===== src/rtl/spi_nor_flash_command_sequencer_top_macros.svh =====
// Assertion macros for the flash command sequencer.
// Used by the top level only.
`ifndef SPI_NOR_FLASH_COMMAND_SEQUENCER_TOP_MACROS_SVH
`define SPI_NOR_FLASH_COMMAND_SEQUENCER_TOP_MACROS_SVH
`ifndef SYNTHESIS
`define SNF_ASSERT_IMPL(lbl, clk, rst_n, a, c, msg) \
  lbl: assert property (@(posedge clk) disable iff (!rst_n) (a) |-> (c)) else $error(msg);
`define SNF_ASSERT_NEXT(lbl, clk, rst_n, a, c, msg) \
  lbl: assert property (@(posedge clk) disable iff (!rst_n) (a) |=> (c)) else $error(msg);
`else
`define SNF_ASSERT_IMPL(lbl, clk, rst_n, a, c, msg)
`define SNF_ASSERT_NEXT(lbl, clk, rst_n, a, c, msg)
`endif
`endif


===== src/rtl/snf_pkg.sv =====
// Shared types and constants for the flash command sequencer.
// No dependencies.
`timescale 1ns / 1ps
package snf_pkg;
  localparam logic [2:0] FN_INIT = 3'd0;
  localparam logic [2:0] FN_READ = 3'd1;
  localparam logic [2:0] FN_PROG = 3'd2;
  localparam logic [2:0] FN_SE   = 3'd3;
  localparam logic [2:0] FN_BE   = 3'd4;
  localparam logic [2:0] FN_CE   = 3'd5;
  localparam logic [2:0] FN_ACK  = 3'd6;
  localparam logic [2:0] FN_LERR = 3'd7;

  localparam logic [1:0] K_TX   = 2'd0;
  localparam logic [1:0] K_RD   = 2'd1;
  localparam logic [1:0] K_DONE = 2'd2;

  localparam logic [1:0] ST_OK   = 2'd0;
  localparam logic [1:0] ST_REJ  = 2'd1;
  localparam logic [1:0] ST_XFER = 2'd2;
  localparam logic [1:0] ST_ID   = 2'd3;

  localparam logic [7:0] OP_ID   = 8'h90;
  localparam logic [7:0] OP_UID  = 8'h4B;
  localparam logic [7:0] OP_WREN = 8'h06;
  localparam logic [7:0] OP_RDSR = 8'h05;
  localparam logic [7:0] OP_READ = 8'h0B;
  localparam logic [7:0] OP_PROG = 8'h02;
  localparam logic [7:0] OP_SE   = 8'h20;
  localparam logic [7:0] OP_BE   = 8'hD8;
  localparam logic [7:0] OP_CE   = 8'hC7;
  localparam logic [7:0] MFR_ID  = 8'hEF;

  // classified request from front to back
  typedef struct packed {
    logic [2:0]  func;
    logic        reject;
    logic [25:0] address;
    logic [24:0] count;
    logic [7:0]  rx_byte;
    logic [7:0]  payload_byte;
  } req_t;

  typedef struct packed {
    logic [1:0]  kind;
    logic [7:0]  value;
    logic        eof;
    logic [1:0]  status;
    logic [63:0] info;
    logic        last;
  } res_t;

  typedef enum logic [7:0] {
    PH_IDLE  = 8'b00000001,
    PH_ID    = 8'b00000010,
    PH_UID   = 8'b00000100,
    PH_WREN  = 8'b00001000,
    PH_CMD   = 8'b00010000,
    PH_DATA  = 8'b00100000,
    PH_POLLC = 8'b01000000,
    PH_POLLD = 8'b10000000
  } phase_t;
endpackage


===== src/rtl/snf_front.sv =====
// Front end: registers each beat and precomputes bounds checks and clipping.
// Depends on snf_pkg.
`timescale 1ns / 1ps
module snf_front import snf_pkg::*; #(
  parameter int PAGE_BYTES  = 256,
  parameter int LENGTH_BITS = 16
) (
  input  logic        clk,
  input  logic        rst_n,
  input  logic        in_valid,
  output logic        in_ready,
  input  logic [2:0]  in_func,
  input  logic [25:0] in_address,
  input  logic [15:0] in_length,
  input  logic [7:0]  in_rx_byte,
  input  logic [7:0]  in_payload_byte,
  input  logic [26:0] capacity,
  output logic        q_valid,
  input  logic        q_ready,
  output req_t        q_data
);
  localparam int PB = $clog2(PAGE_BYTES);
  localparam int LB = (LENGTH_BITS < 16) ? LENGTH_BITS : 16;
  logic        v_r;
  req_t        d_r, d_nxt;
  logic [26:0] len;
  logic [27:0] sum;
  logic [PB:0] room;

  assign in_ready = !v_r || q_ready;
  assign q_valid  = v_r;
  assign q_data   = d_r;

  always_comb begin
    len = 27'(in_length[LB-1:0]);
    sum = 28'(in_address) + 28'(len);
    room = (PB+1)'(PAGE_BYTES) - (PB+1)'(in_address[PB-1:0]);
    d_nxt.func = in_func;
    d_nxt.address = in_address;
    d_nxt.rx_byte = in_rx_byte;
    d_nxt.payload_byte = in_payload_byte;
    d_nxt.count = 25'(len);
    d_nxt.reject = 1'b0;
    if (in_func == FN_READ || in_func == FN_PROG) begin
      d_nxt.reject = (len == '0) || (sum > 28'(capacity));
      if (in_func == FN_PROG && len > 27'(room)) d_nxt.count = 25'(room);
    end else if (in_func == FN_SE || in_func == FN_BE) begin
      d_nxt.reject = 27'(in_address) >= capacity;
    end
  end

  always_ff @(posedge clk) begin
    if (!rst_n) begin
      v_r <= 1'b0;
    end else if (in_ready) begin
      v_r <= in_valid;
    end
    if (in_ready && in_valid) d_r <= d_nxt;
  end
endmodule


===== src/rtl/snf_back.sv =====
// Back end: phase sequencer that issues bytes, read data and done results.
// Depends on snf_pkg. Emits up to two results per item through a holding stage.
`timescale 1ns / 1ps
module snf_back import snf_pkg::*; (
  input  logic        clk,
  input  logic        rst_n,
  input  logic        q_valid,
  output logic        q_ready,
  input  req_t        q_data,
  output logic [26:0] capacity,
  output logic        out_valid,
  input  logic        out_ready,
  output res_t        out_res
);
  phase_t      ph_r, ph_nxt;
  logic [7:0]  op_r, op_nxt;
  logic [25:0] adr_r, adr_nxt;
  logic [24:0] left_r, left_nxt;
  logic [3:0]  fi_r, fi_nxt;
  logic [26:0] cap_r, cap_nxt;
  logic [7:0]  dev_r, dev_nxt;
  logic [63:0] uid_r, uid_nxt;
  logic [7:0]  mfr_r, mfr_nxt;

  res_t        buf_r [3];
  res_t        ob    [3];
  logic [1:0]  cnt_r, rd_r, n;
  logic [3:0]  hl, i;
  logic        hd;
  logic [7:0]  hb;

  assign capacity  = cap_r;
  // next beat may enter as the last held result leaves
  assign q_ready   = (cnt_r == 2'd0) || (cnt_r == 2'd1 && out_ready);
  assign out_valid = (cnt_r != 2'd0);
  assign out_res   = buf_r[rd_r];

  function automatic res_t mk(input logic [1:0] k, input logic [7:0] v, input logic e,
                              input logic [1:0] s, input logic [63:0] inf);
    res_t r;
    r.kind = k; r.value = v; r.eof = e; r.status = s; r.info = inf; r.last = 1'b0;
    return r;
  endfunction

  always_comb begin
    ph_nxt = ph_r; op_nxt = op_r; adr_nxt = adr_r; left_nxt = left_r; fi_nxt = fi_r;
    cap_nxt = cap_r; dev_nxt = dev_r; uid_nxt = uid_r; mfr_nxt = mfr_r;
    n = 2'd0;
    for (int k = 0; k < 3; k++) ob[k] = mk(K_TX, 8'd0, 1'b0, ST_OK, 64'd0);
    hl = (op_r == OP_READ) ? 4'd5 : ((op_r == OP_CE) ? 4'd1 : 4'd4);
    hd = (op_r == OP_READ) || (op_r == OP_PROG);
    i  = fi_r - 4'd1;
    unique case (fi_r[1:0])
      2'd0: hb = op_r;
      2'd1: hb = adr_r[23:16];
      2'd2: hb = adr_r[15:8];
      default: hb = adr_r[7:0];
    endcase
    if (fi_r > 4'd3) hb = 8'd0;
    if (q_valid && q_ready) begin
      if (q_data.func == FN_ACK || q_data.func == FN_LERR) begin
        if (ph_r != PH_IDLE) begin
          if (q_data.func == FN_LERR) begin
            ob[0] = mk(K_DONE, 8'd0, 1'b0, (ph_r == PH_WREN) ? ST_REJ : ST_XFER, 64'd0);
            n = 2'd1; ph_nxt = PH_IDLE; fi_nxt = '0; left_nxt = '0;
          end else begin
            unique case (ph_r)
              PH_ID: begin
                if (i == 4'd4) mfr_nxt = q_data.rx_byte;
                if (i >= 4'd5) begin
                  dev_nxt = q_data.rx_byte;
                  if (mfr_r != MFR_ID || q_data.rx_byte < 8'h14 || q_data.rx_byte > 8'h19) begin
                    ob[0] = mk(K_DONE, q_data.rx_byte, 1'b0, ST_ID, 64'd0);
                    n = 2'd1; ph_nxt = PH_IDLE; fi_nxt = '0; left_nxt = '0;
                  end else begin
                    cap_nxt = 27'h200000 << (q_data.rx_byte[2:0] - 3'd4);
                    op_nxt = OP_UID; ph_nxt = PH_UID; uid_nxt = '0;
                    ob[0] = mk(K_TX, OP_UID, 1'b0, ST_OK, 64'd0);
                    n = 2'd1; fi_nxt = 4'd1;
                  end
                end else begin
                  ob[0] = mk(K_TX, 8'd0, fi_r == 4'd5, ST_OK, 64'd0);
                  n = 2'd1; fi_nxt = fi_r + 4'd1;
                end
              end
              PH_UID: begin
                if (i >= 4'd5) uid_nxt = {uid_r[55:0], q_data.rx_byte};
                if (i >= 4'd12) begin
                  ob[0] = mk(K_DONE, dev_r, 1'b0, ST_OK, uid_nxt);
                  n = 2'd1; ph_nxt = PH_IDLE; fi_nxt = '0; left_nxt = '0;
                end else begin
                  ob[0] = mk(K_TX, 8'd0, fi_r == 4'd12, ST_OK, 64'd0);
                  n = 2'd1; fi_nxt = fi_r + 4'd1;
                end
              end
              PH_WREN: begin
                ph_nxt = PH_CMD;
                ob[0] = mk(K_TX, op_r, (hl == 4'd1) && !hd, ST_OK, 64'd0);
                n = 2'd1; fi_nxt = 4'd1;
              end
              PH_CMD: begin
                n = 2'd1;
                if (fi_r < hl) begin
                  ob[0] = mk(K_TX, hb, (fi_r + 4'd1 == hl) && !hd, ST_OK, 64'd0);
                  fi_nxt = fi_r + 4'd1;
                end else if (hd) begin
                  ph_nxt = PH_DATA; left_nxt = left_r - 25'd1;
                  ob[0] = mk(K_TX, (op_r == OP_PROG) ? q_data.payload_byte : 8'd0,
                             left_r == 25'd1, ST_OK, 64'd0);
                end else begin
                  ph_nxt = PH_POLLC; ob[0] = mk(K_TX, OP_RDSR, 1'b0, ST_OK, 64'd0);
                end
              end
              PH_DATA: begin
                if (op_r == OP_READ) begin
                  ob[0] = mk(K_RD, q_data.rx_byte, 1'b0, ST_OK, 64'd0);
                  n = 2'd1;
                end
                if (left_r != '0) begin
                  left_nxt = left_r - 25'd1;
                  ob[n] = mk(K_TX, (op_r == OP_PROG) ? q_data.payload_byte : 8'd0,
                             left_r == 25'd1, ST_OK, 64'd0);
                end else if (op_r == OP_READ) begin
                  ob[n] = mk(K_DONE, 8'd0, 1'b0, ST_OK, 64'd0);
                  ph_nxt = PH_IDLE; fi_nxt = '0; left_nxt = '0;
                end else begin
                  ob[n] = mk(K_TX, OP_RDSR, 1'b0, ST_OK, 64'd0);
                  ph_nxt = PH_POLLC;
                end
                n = n + 2'd1;
              end
              PH_POLLC: begin
                ph_nxt = PH_POLLD; n = 2'd1;
                ob[0] = mk(K_TX, 8'd0, 1'b1, ST_OK, 64'd0);
              end
              PH_POLLD: begin
                n = 2'd1;
                if (q_data.rx_byte[0]) begin
                  ph_nxt = PH_POLLC; ob[0] = mk(K_TX, OP_RDSR, 1'b0, ST_OK, 64'd0);
                end else begin
                  ob[0] = mk(K_DONE, 8'd0, 1'b0, ST_OK, 64'd0);
                  ph_nxt = PH_IDLE; fi_nxt = '0; left_nxt = '0;
                end
              end
              default: ph_nxt = PH_IDLE;
            endcase
          end
        end
      end else if (ph_r == PH_IDLE) begin
        n = 2'd1;
        if (q_data.reject) begin
          ob[0] = mk(K_DONE, 8'd0, 1'b0, ST_REJ, 64'd0);
          fi_nxt = '0; left_nxt = '0;
        end else begin
          unique case (q_data.func)
            FN_INIT: begin
              op_nxt = OP_ID; ph_nxt = PH_ID; fi_nxt = 4'd1;
              ob[0] = mk(K_TX, OP_ID, 1'b0, ST_OK, 64'd0);
            end
            FN_READ: begin
              op_nxt = OP_READ; adr_nxt = q_data.address; left_nxt = q_data.count;
              ph_nxt = PH_CMD; fi_nxt = 4'd1;
              ob[0] = mk(K_TX, OP_READ, 1'b0, ST_OK, 64'd0);
            end
            default: begin
              ph_nxt = PH_WREN;
              ob[0] = mk(K_TX, OP_WREN, 1'b1, ST_OK, 64'd0);
              if (q_data.func == FN_PROG) begin
                op_nxt = OP_PROG; adr_nxt = q_data.address; left_nxt = q_data.count;
              end else if (q_data.func == FN_SE) begin
                op_nxt = OP_SE; adr_nxt = {q_data.address[25:12], 12'd0};
              end else if (q_data.func == FN_BE) begin
                op_nxt = OP_BE; adr_nxt = {q_data.address[25:16], 16'd0};
              end else begin
                op_nxt = OP_CE; adr_nxt = '0;
              end
            end
          endcase
        end
      end
      if (n != 2'd0) ob[n-2'd1].last = 1'b1;
    end
  end

  always_ff @(posedge clk) begin
    if (!rst_n) begin
      ph_r <= PH_IDLE; op_r <= '0; adr_r <= '0; left_r <= '0; fi_r <= '0;
      cap_r <= '0; dev_r <= '0; uid_r <= '0; mfr_r <= '0;
      cnt_r <= '0; rd_r <= '0;
    end else begin
      ph_r <= ph_nxt; op_r <= op_nxt; adr_r <= adr_nxt; left_r <= left_nxt;
      fi_r <= fi_nxt; cap_r <= cap_nxt; dev_r <= dev_nxt; uid_r <= uid_nxt;
      mfr_r <= mfr_nxt;
      if (q_valid && q_ready) begin
        cnt_r <= n; rd_r <= '0;
      end else if (out_valid && out_ready) begin
        cnt_r <= cnt_r - 2'd1; rd_r <= rd_r + 2'd1;
      end
    end
    if (q_valid && q_ready) begin
      for (int k = 0; k < 3; k++) buf_r[k] <= ob[k];
    end
  end
endmodule


===== src/rtl/spi_nor_flash_command_sequencer_top.sv =====
// Serial NOR flash command sequencer: front classifier, one-entry queue, back sequencer.
// Path: front register, then back holding stage; up to 2 results per beat.
// Throughput: one beat per cycle when it gives no result, else one per result delivered
// (results leave one per cycle from the back holding stage while out_ready is high).
// Reset: synchronous active-low; idle, capacity zero: accesses but chip erase rejected.
`timescale 1ns / 1ps
`include "spi_nor_flash_command_sequencer_top_macros.svh"
module spi_nor_flash_command_sequencer_top import snf_pkg::*; #(
  parameter int PAGE_BYTES  = 256,
  parameter int LENGTH_BITS = 16
) (
  input  logic        clk,
  input  logic        rst_n,
  input  logic        in_valid,
  output logic        in_ready,
  input  logic [2:0]  in_func,
  input  logic [25:0] in_address,
  input  logic [15:0] in_length,
  input  logic [7:0]  in_rx_byte,
  input  logic [7:0]  in_payload_byte,
  output logic        out_valid,
  input  logic        out_ready,
  output logic [1:0]  out_kind,
  output logic [7:0]  out_value,
  output logic        out_end_of_frame,
  output logic [1:0]  out_status,
  output logic [63:0] out_info,
  output logic        out_last
);
  logic        q_valid, q_ready;
  req_t        q_data;
  logic [26:0] capacity;
  res_t        res;

  snf_front #(.PAGE_BYTES(PAGE_BYTES), .LENGTH_BITS(LENGTH_BITS)) u_front (
    .clk, .rst_n, .in_valid, .in_ready, .in_func, .in_address, .in_length,
    .in_rx_byte, .in_payload_byte, .capacity, .q_valid, .q_ready, .q_data
  );

  snf_back u_back (
    .clk, .rst_n, .q_valid, .q_ready, .q_data, .capacity,
    .out_valid, .out_ready, .out_res(res)
  );

  assign out_kind = res.kind;
  assign out_value = res.value;
  assign out_end_of_frame = res.eof;
  assign out_status = res.status;
  assign out_info = res.info;
  assign out_last = res.last;

  `SNF_ASSERT_IMPL(a_done_last, clk, rst_n, out_valid && out_kind == K_DONE, out_last, "done not last")
  `SNF_ASSERT_IMPL(a_kind, clk, rst_n, out_valid, out_kind != 2'd3, "bad kind")
  `SNF_ASSERT_NEXT(a_hold, clk, rst_n, out_valid && !out_ready, out_valid, "result dropped")
endmodule


===== config.mk =====
export PLATFORM = sky130hd
export DESIGN_NAME = spi_nor_flash_command_sequencer_top
export DESIGN_NICKNAME = d
export VERILOG_FILES = /design/src/rtl/snf_pkg.sv /design/src/rtl/snf_front.sv /design/src/rtl/snf_back.sv /design/src/rtl/spi_nor_flash_command_sequencer_top.sv
export VERILOG_INCLUDE_DIRS = /design/src /design/src/rtl
export SDC_FILE = /design/constraint.sdc
export NUM_CORES = 1
export LEC_CHECK = 0
export ABC_CLOCK_PERIOD_IN_PS = 5100
export BUFFER_PORTS_ARGS = -buffer_cell sky130_fd_sc_hd__buf_2
export CORE_ASPECT_RATIO = 2
export CORE_MARGIN = 4
export CORE_UTILIZATION = 45
export DETAILED_ROUTE_END_ITERATION = 8
export GPL_TIMING_DRIVEN = 1
export PLACE_DENSITY = 0.65
export SLEW_MARGIN = 20
export SYNTH_ARGS = -nofsm -noshare
export SYNTH_HDL_FRONTEND = slang
export SYNTH_SLANG_ARGS = --single-unit

===== constraint.sdc =====
create_clock -name clk -period 5.1 [get_ports clk]
set_input_delay 0.765 -clock clk [delete_from_list [all_inputs] [get_ports clk]]
set_output_delay 0.765 -clock clk [all_outputs]
set_load 0.01 [all_outputs]

==> run_results.csv, run 1 <==
group,metric,value,unit
logic_synthesis,synth_compound_area_frac,0.175,
final_layout,drive_above_1_share,0.130,
final_layout,final_cells,2354,
logic_synthesis,synth_async_sr_flop_share,0,
placed_design,portBuffers,144,
clock_tree,cts-root-buf,"clkbuf_16",
logic_synthesis,synth_area_leaders,"edfxtp_1, dfxtp_1, nand2_1",
logic_synthesis,synth_seq_cells,312,
worst_setup_path,crit_family,"compound AO/OA/AOI/OAI gates",
global_route,grt_pass1_wl,77.0,mm
placed_design,finalWeightedCongestion,0.961,
logic_synthesis,synth-seq-area-share,0.479,
logic_synthesis,synth_edf_count,150,
logic_synthesis,syn_avg_cell_area,9.08,sq um
logic_synthesis,synth_top_area_frac,0.278,
logic_synthesis,synth_flop_cell,"dfxtp_1",
clock_tree,cts_resized,0,
worst_setup_path,path_cells,"buf_2 > ha_1 > a211oi_1 > o21a_1 > nor3_1 > a2111oi_0 > buf_4 > o31ai_1 > buf_4 > a21oi_1 > nor2_1 > xor2_1 > ha_1 > nand4_1 > a221oi_1 > o2111ai_1 > nor4_1 > nand4_1 > nor4_1 > a31oi_1",
logic_synthesis,synth-simple-area-share,0.218,
worst_setup_path,worstPathRequired,5.39,ns
detailed_routing,num_vias,13900,
detailed_routing,drtIter0Drc,923,
clock_tree,cts_made_buffers,28,
detailed_routing,drc_errors,0,
worst_setup_path,path_class,"input pin to flip-flop",
worst_setup_path,startpoint_type,"input pin",
clock_tree,path_clk_slew,0.07,ns
logic_synthesis,synth_cell_types,85,
run,drv_cap,0,
clock_tree,insertion_delay,0.56,ns
logic_synthesis,synth_common_cells,"nand2_1, nor2_1, a21oi_1",
floorplan,fp-row-count,98,
detailed_routing,viasPerCell,5.91,
final_layout,area_growth,13.3,%
detailed_routing,wire_per_inst,21.3,um
sta,hold_viol,0,
worst_setup_path,slowest_delay,0.54,ns
logic_synthesis,synth_fa_ha_area_frac,0.0414,
logic_synthesis,yosysTopAreaCell,"edfxtp_1",
floorplan,initial_core_util,0.454,
detailed_routing,ant_nets,0,
placed_design,dpl_worst_slack,-0.135,ns
logic_synthesis,syn_area,16200,sq um
global_route,groute.usage.overall,0.248,
sta,tightest_slew,1.06,ns
logic_synthesis,ys_warn_count,0,
hold_path,hp-class,"input pin to flip-flop",
global_route,overflow,0,
worst_setup_path,cp_num_buf_inv,3,
clock_tree,tritoncts,"done",
sta,fin_skew,0.0109,ns
sta,fmax,215,MHz
worst_setup_path,worstSetupEndpointType,"flip-flop",
final_layout,final_nets,1999,
pwr,leakage,6.67,nW
floorplan,die_h,276,um
placed_design,placed_cells,2300,
run_status,status,"finished clean",
sta,max_slew_margin,0.290,
global_route,grt_max_degree,81,
worst_setup_path,cp.arrival,4.95,ns
worst_setup_path,crit_path_top_delay_cell,"a2111oi_0",
clock_tree,cts_hold_buf,0,
logic_synthesis,syn-instance-count,1782,
floorplan,pin_count,145,
logic_synthesis,synth_top_family_by_area,"simple AND/OR/NAND/NOR gates",
pwr,powerDensity,340,nW/um^2
global_route,grt_pass1_vias,13900,
placed_design,place_area,17300,sq um
global_route,antenna_found_initial,2,
sta,setup_ws,0.442,ns
placed_design,hpwl,37.3,mm
sta,fin_crit,4.66,ns
clock_tree,cts_setup_buffers,0,
detailed_routing,dr.pass1.iters,6,
sta,fin_crit_sh,0.913,
detailed_routing,routed_wirelength,50.1,mm
clock_tree,cts_sinks,312,
logic_synthesis,yosys.area_share.xor_xnor,0.0189,
final_layout,fin_area,18300,sq um
sta,drv_slew,0,
pwr,peakVddDrop,0.292,mV
floorplan,die_area,39300,sq um
logic_synthesis,synthMuxAreaShare,0.0278,
sta,final-setup-viol-count,0,
floorplan,fp.dieW,142,um
clock_tree,h-tree-depth,1,
final_layout,post-route-util,0.514,
sta,rsz0062_at_grt,"no",
logic_synthesis,yosysMostFrequentCell,"nand2_1",
floorplan,core-area,35700,sq um
worst_setup_path,cp_max_fo,4,
clock_tree,clk_path_buf_depth,3,
==> cells in the final DEF, fill, tap and decap left out, types with 21 or more instances in the layout <==
| cell | instances |
|---|---|
| a21oi_1 | 173 |
| a22oi_1 | 69 |
| and2_1 | 75 |
| buf_2 | 144 |
| buf_4 | 31 |
| clkbuf_16 | 31 |
| dfxtp_1 | 162 |
| edfxtp_1 | 150 |
| ha_1 | 52 |
| inv_1 | 42 |
| mux2i_1 | 45 |
| nand2_1 | 234 |
| nand3_1 | 48 |
| nor2_1 | 211 |
| nor3_1 | 40 |
| o21ai_0 | 36 |
| xnor2_1 | 21 |
==> sequential cells by signal, indices dropped and copies added, names as in the netlist, 4 cells and up, named ones only <==
signal	count
u_back.capacity	6
u_back.uid_r	64
u_back.ph_r	8
u_front.q_data	60
u_back.left_r	25
u_back.buf_r	90
u_back.mfr_r	8
u_back.fi_r	4
u_back.op_r	8
u_back.adr_r	24
u_back.dev_r	8
==> kinds of logic (layout without fill, tap and decap cells) <==
logic type	after synthesis	after routing
AOI/OAI and AO/OA	439	439
xor gates and xnor gates	35	35
adders and majority gates	53	53
buffers and inverters	161	274
DFF	312	312
muxes	45	45
other	1	10
and+or+nand+nor	736	736
==> routing by layer <==
layer  up-vias  GRT usage  share of wire
li1       6625          -              -
met1      6669      0.243           0.33
met2       483      0.483           0.56
met3       133     0.0239          0.041
met4         0      0.150          0.071
met5         -          0              0
==> metrics by stage <==
stage	total power, W	setup TNS, ns	hold slack, ns
detailed placement	0.00402	-0.135	0.445
global route	0.00650	0	0.362
CTS	0.00628	0	0.366
floorplan	0.00359	0	0.431
finish	0.00624	0	0.379
global placement	0.00401	-0.0976	0.444
==> layout make-up <==
cell class	count	area, sq um
fillers	3400	17300
multi-input cells	1317	7860
flip-flops and latches	312	7750
repair buffers	177	993
clock buffers	38	842
well taps	450	563
inverters	45	173
clock inverters	14	155
diodes	1	2.50
==> power by group <==
| part | internal, W | leakage [nW] | switching (W) |
|---|---|---|---|
| Combinational | 0.000388 | 3.43 | 0.000699 |
| Clock | 0.00132 | 0.491 | 0.000957 |
| Sequential | 0.00279 | 2.75 | 0.0000926 |
==> path summary, 6_finish.rpt <==
path / from / to / slack (ns) / cells past startpoint
hold / removal: in_payload_byte[4] / u_front.q_data[4] / 0.38 / 1
setup reg to reg: u_back.op_r[1] / u_back.left_r[17] / 1.26 / 12
setup / recovery: in_length[1] / u_front.q_data[67] / 0.44 / 20
hold reg to reg: u_back.adr_r[2] / u_back.adr_r[2] / 0.46 / 2
Power figures use the tool's default switching activity.
==> run 2: changes to the inputs <==
- ABC_AREA: default -> 1
- ABC_CLOCK_PERIOD_IN_PS: 5100 -> 4400
- clock period: 5.1 -> 4.4 ns (I/O delays scaled with it)
==> run_results.csv, run 2 <==
group,metric,value,unit
run_status,status,"finished clean",
floorplan,die_h,285,um
logic_synthesis,synth_compound_area_frac,0.129,
global_route,grt_max_degree,117,
sta,final-setup-viol-count,0,
sta,drv_slew,0,
final_layout,drive_above_1_share,0.107,
worst_setup_path,path_class,"input pin to flip-flop",
logic_synthesis,ys_warn_count,0,
logic_synthesis,yosysMostFrequentCell,"nand2_1",
detailed_routing,ant_nets,0,
detailed_routing,num_vias,15600,
sta,setup_tns,0,ns
logic_synthesis,synth_seq_cells,312,
logic_synthesis,synth_common_cells,"nand2_1, inv_1, nor2_1",
clock_tree,cts-root-buf,"clkbuf_16",
worst_setup_path,cp_num_buf_inv,3,
logic_synthesis,syn-instance-count,2346,
worst_setup_path,startpoint_type,"input pin",
logic_synthesis,synth-simple-area-share,0.271,
logic_synthesis,synth_fa_ha_area_frac,0.0387,
worst_setup_path,cp.arrival,4.13,ns
detailed_routing,drc_errors,0,
logic_synthesis,synth-seq-area-share,0.447,
logic_synthesis,synth_area_leaders,"edfxtp_1, dfxtp_1, nand2_1",
pwr,peakVddDrop,0.312,mV
sta,fmax,263,MHz
clock_tree,tritoncts,"done",
global_route,antenna_found_initial,2,
logic_synthesis,synth_flop_cell,"dfxtp_1",
final_layout,final_common_cell,"nand2_1",
clock_tree,cts_setup_buffers,0,
sta,max_slew_margin,0.142,
clock_tree,h-tree-depth,1,
final_layout,final_nets,2577,
clock_tree,insertion_delay,0.57,ns
sta,tightest_slew,1.28,ns
final_layout,fill_cells,3831,
logic_synthesis,synth_top_area_frac,0.260,
detailed_routing,routed_wirelength,51.3,mm
placed_design,dpl_worst_slack,0.0674,ns
clock_tree,cts_made_buffers,29,
logic_synthesis,synth_cell_types,53,
detailed_routing,wire_per_inst,17.1,um
detailed_routing,drtIter0Drc,896,
floorplan,fp-row-count,101,
floorplan,die_area,41900,sq um
worst_setup_path,path_common_cell,"nand2_1",
global_route,groute.usage.overall,0.243,
placed_design,hpwl,39.7,mm
final_layout,largest-register,"u_back.buf_r",
worst_setup_path,slowest_delay,0.39,ns
worst_setup_path,cp_max_fo,5,
final_layout,fin_area,19500,sq um
detailed_routing,viasPerCell,5.20,
logic_synthesis,syn_area,17300,sq um
clock_tree,cts_hold_buf,0,
placed_design,finalWeightedCongestion,1.05,
global_route,overflow,0,
worst_setup_path,crit_path_top_delay_cell,"fa_1",
placed_design,place_area,18500,sq um
clock_tree,path_clk_slew,0.06,ns
clock_tree,cts_resized,0,
logic_synthesis,synth_top_family_by_area,"simple AND/OR/NAND/NOR gates",
sta,setup_ws,0.593,ns
clock_tree,cts_sinks,312,
sta,hold_viol,0,
sta,fin_crit_sh,0.865,
logic_synthesis,synth_edf_count,150,
hold_path,hp-class,"input pin to flip-flop",
pwr,leakage,7.98,nW
sta,rsz0062_at_grt,"no",
placed_design,portBuffers,144,
global_route,grt_pass1_wl,81.7,mm
logic_synthesis,yosysTopAreaCell,"edfxtp_1",
detailed_routing,dr.pass1.iters,5,
sta,fin_skew,0.0233,ns
logic_synthesis,syn_avg_cell_area,7.38,sq um
worst_setup_path,worstSetupEndpointType,"flip-flop",
floorplan,pin_count,145,
logic_synthesis,synth_async_sr_flop_share,0,
final_layout,final_cell_mix,"nand2_1, inv_1, nor2_1",
worst_setup_path,crit_family,"simple AND/OR/NAND/NOR gates",
run,drv_cap,0,
global_route,grt_pass1_vias,15600,
logic_synthesis,yosys.area_share.xor_xnor,0.0167,
final_layout,area_growth,12.3,%
sta,fin_crit,3.81,ns
floorplan,initial_core_util,0.455,
logic_synthesis,synthMuxAreaShare,0,
floorplan,core-area,38000,sq um
floorplan,fp.dieW,147,um
worst_setup_path,worstPathRequired,4.72,ns
pwr,powerDensity,446,nW/um^2
clock_tree,clk_path_buf_depth,3,
final_layout,largest_reg_flops,90,
final_layout,diodes,0,
==> run 2: cell type report <==
class	count	area (sq um)	share of cell area
multi-input combinational	1619	7940	0.408
sequential	312	7750	0.398
inverter	330	1240	0.0637
timing repair buffer	167	906	0.0466
clock buffer	38	821	0.0422
tap	515	644	0.0331
clock inverter	16	150	0.00772
==> run 2: cells by family (layout without fill, tap and decap cells) <==
kind of cell / Yosys count / after routing
simple gates: 1110 / 1110
buf+inv: 423 / 551
compound gates: 414 / 414
flops: 312 / 312
fa+ha+maj: 53 / 53
xor+xnor: 33 / 33
other cells: 1 / 9
==> run 2: worst paths after layout <==
check | start | to | slack (ns) | cells past startpoint
worst max-delay path | in_address[0] | u_front.q_data[67] | 0.59 | 29
worst min-delay path | in_payload_byte[7] | u_front.q_data[7] | 0.26 | 1
worst max register to register | u_front.q_data[70] | u_back.uid_r[16] | 1.13 | 10
worst min register to register | u_back.dev_r[3] | u_back.dev_r[3] | 0.46 | 2
==> run 2: per-stage QoR <==
stage / cells / utilization / hold WS [ns] / power [W]
after floorplan: 2354 / - / 0.424 / 0.00534
after CTS: 2997 / 0.511 / 0.242 / 0.00877
after global placement: 2943 / 0.486 / 0.437 / 0.00616
after detailed placement: 2943 / 0.486 / 0.451 / 0.00619
after global routing: 2997 / 0.511 / 0.242 / 0.00922
final: 2997 / 0.511 / 0.262 / 0.00868
==> run 2: layer usage <==
metal,wire length (um),track usage,up-vias,share of wire
met4,3810,0.154,4,0.074
met1,17100,0.232,7141,0.33
met5,28,0,-,0.00055
met3,1970,0.0243,171,0.038
met2,28500,0.483,446,0.55
li1,-,-,7814,-
==> run 2: power by group <==
part           switching [W]  internal, W  leakage [nW]
Clock                0.00113      0.00144         0.460
Combinational        0.00173     0.000798          4.76
Sequential          0.000189      0.00340          2.75
Total                0.00305      0.00563          7.98
==> run 3: changes to the inputs <==
- PLACE_DENSITY: 0.65 -> 0.67
==> run_results.csv, run 3 (synthesis gave the netlist of run 2 again) <==
group,metric,value,unit
final_layout,largest-register,"u_back.buf_r",
sta,final-setup-viol-count,0,
worst_setup_path,worstSetupEndpointType,"flip-flop",
pwr,powerDensity,455,nW/um^2
worst_setup_path,worstPathRequired,4.73,ns
final_layout,largest_reg_flops,90,
run,drv_cap,0,
worst_setup_path,path_common_cell,"nand2_1",
global_route,grt_pass1_vias,15500,
clock_tree,cts_hold_buf,0,
placed_design,finalWeightedCongestion,1.00,
detailed_routing,drc_errors,0,
final_layout,fill_cells,3736,
pwr,peakVddDrop,0.263,mV
clock_tree,cts_made_buffers,29,
clock_tree,cts_resized,0,
floorplan,core-area,38000,sq um
global_route,grt_max_degree,71,
floorplan,fp.dieW,147,um
final_layout,final_nets,2578,
detailed_routing,drtIter0Drc,814,
sta,tightest_slew,0.899,ns
floorplan,fp-row-count,101,
placed_design,hpwl,40.9,mm
placed_design,placed_cells,2944,
pwr,leakage,8.06,nW
sta,fmax,272,MHz
global_route,grt_pass1_wl,81.7,mm
clock_tree,cts_sinks,312,
worst_setup_path,worst_r2r_path_depth,10,
final_layout,final_common_cell,"nand2_1",
hold_path,hp-class,"input pin to flip-flop",
floorplan,initial_core_util,0.455,
worst_setup_path,cp_max_fo,5,
detailed_routing,num_vias,15600,
clock_tree,tritoncts,"done",
global_route,overflow,0,
clock_tree,clk_path_buf_depth,3,
floorplan,die_h,285,um
clock_tree,path_clk_slew,0.07,ns
final_layout,final_cell_mix,"nand2_1, inv_1, nor2_1",
worst_setup_path,reg2reg_from,"u_front.q_data[70]",
final_layout,drive_above_1_share,0.109,
sta,rsz0062_at_grt,"no",
worst_setup_path,cp.arrival,4.01,ns
floorplan,die_area,41900,sq um
floorplan,pin_count,145,
sta,fin_crit,3.68,ns
sta,hold_viol,0,
sta,fin_crit_sh,0.836,
worst_setup_path,rrSetupSlack,1.01,ns
global_route,antenna_found_initial,0,
global_route,groute.usage.overall,0.245,
detailed_routing,dr.pass1.iters,6,
sta,setup_tns,0,ns
clock_tree,insertion_delay,0.58,ns
worst_setup_path,path_class,"input pin to flip-flop",
detailed_routing,routed_wirelength,52.5,mm
worst_setup_path,r2r-end,"u_back.uid_r[9]",
detailed_routing,viasPerCell,5.20,
detailed_routing,wire_per_inst,17.5,um
final_layout,final_cells,2998,
detailed_routing,ant_nets,0,
sta,max_slew_margin,0.401,
worst_setup_path,endpoint,"u_front.q_data[67]",
worst_setup_path,crit_path_top_delay_cell,"fa_1",
clock_tree,cts_setup_buffers,0,
worst_setup_path,slowest_delay,0.38,ns
run_status,status,"finished clean",
final_layout,diodes,0,
clock_tree,cts-root-buf,"clkbuf_16",
worst_setup_path,startpoint,"in_address[0]",
sta,fin_skew,0.0197,ns
worst_setup_path,startpoint_type,"input pin",
sta,drv_slew,0,
final_layout,area_growth,13.0,%
placed_design,portBuffers,144,
clock_tree,h-tree-depth,1,
run 3: cell types whose count changed in the layout (fill, tap and decap cells not counted), sizes merged:
cell / before / now
bufinv: 2 / 5
buf: 167 / 168
clkinv: 9 / 7
clkbuf: 38 / 40
clkinvlp: 5 / 0
inv: 330 / 332
run 3: routing by layer:
| layer | global-route usage | up-vias | share of wire |
|---|---|---|---|
| li1 | - | 7804 | - |
| met1 | 0.225 | 7180 | 0.33 |
| met2 | 0.491 | 449 | 0.55 |
| met3 | 0.0219 | 159 | 0.037 |
| met4 | 0.174 | 0 | 0.082 |
| met5 | 0 | - | 0 |
run 3: final cells by class:
| class | count | area, sq um | area share |
|---|---|---|---|
| multi-input combinational | 1619 | 7950 | 0.406 |
| sequential | 312 | 7750 | 0.396 |
| inverter | 330 | 1240 | 0.0634 |
| timing repair buffer | 168 | 938 | 0.0480 |
| clock buffer | 40 | 833 | 0.0426 |
| tap | 515 | 644 | 0.0329 |
| clock inverter | 14 | 218 | 0.0111 |
run 3: worst min-delay path by stage:
stage / startpoint / endpoint / depth (start not counted)
finish: in_payload_byte[1] / u_front.q_data[1] / 1
global route: in_payload_byte[7] / u_front.q_data[7] / 1
CTS: in_payload_byte[7] / u_front.q_data[7] / 1
detailed placement: u_back.dev_r[7] / u_back.dev_r[7] / 2
global placement: u_back.dev_r[7] / u_back.dev_r[7] / 2
floorplan: u_back.dev_r[7] / u_back.dev_r[7] / 2
run 3: critical path: cells and delay by family:
kind | cells | cell delay, ns
xor gates and xnor gates | 1 | 0.16
buffers and inverters | 3 | 0.27
adders and majority gates | 3 | 0.84
and+or+nand+nor | 22 | 2.07
run 3: power breakdown:
part           total (W)  switching [W]  internal [W]
Combinational    0.00253        0.00174      0.000786
Clock            0.00278        0.00116       0.00163
Sequential       0.00359       0.000193       0.00340
Total            0.00890        0.00309       0.00581
run 3: metrics by stage:
stage	utilization	setup WS [ns]	area [sq um]	total power, W	hold WS, ns
2_1_floorplan	-	0.767	17400	0.00534	0.424
3_3_place_gp	0.487	0.196	18500	0.00617	0.435
3_5_place_dp	0.487	0.122	18500	0.00619	0.444
4_1_cts	0.514	0.729	19600	0.00897	0.229
5_1_grt	0.514	0.371	19600	0.00938	0.239
6_report	0.514	0.722	19600	0.00890	0.255
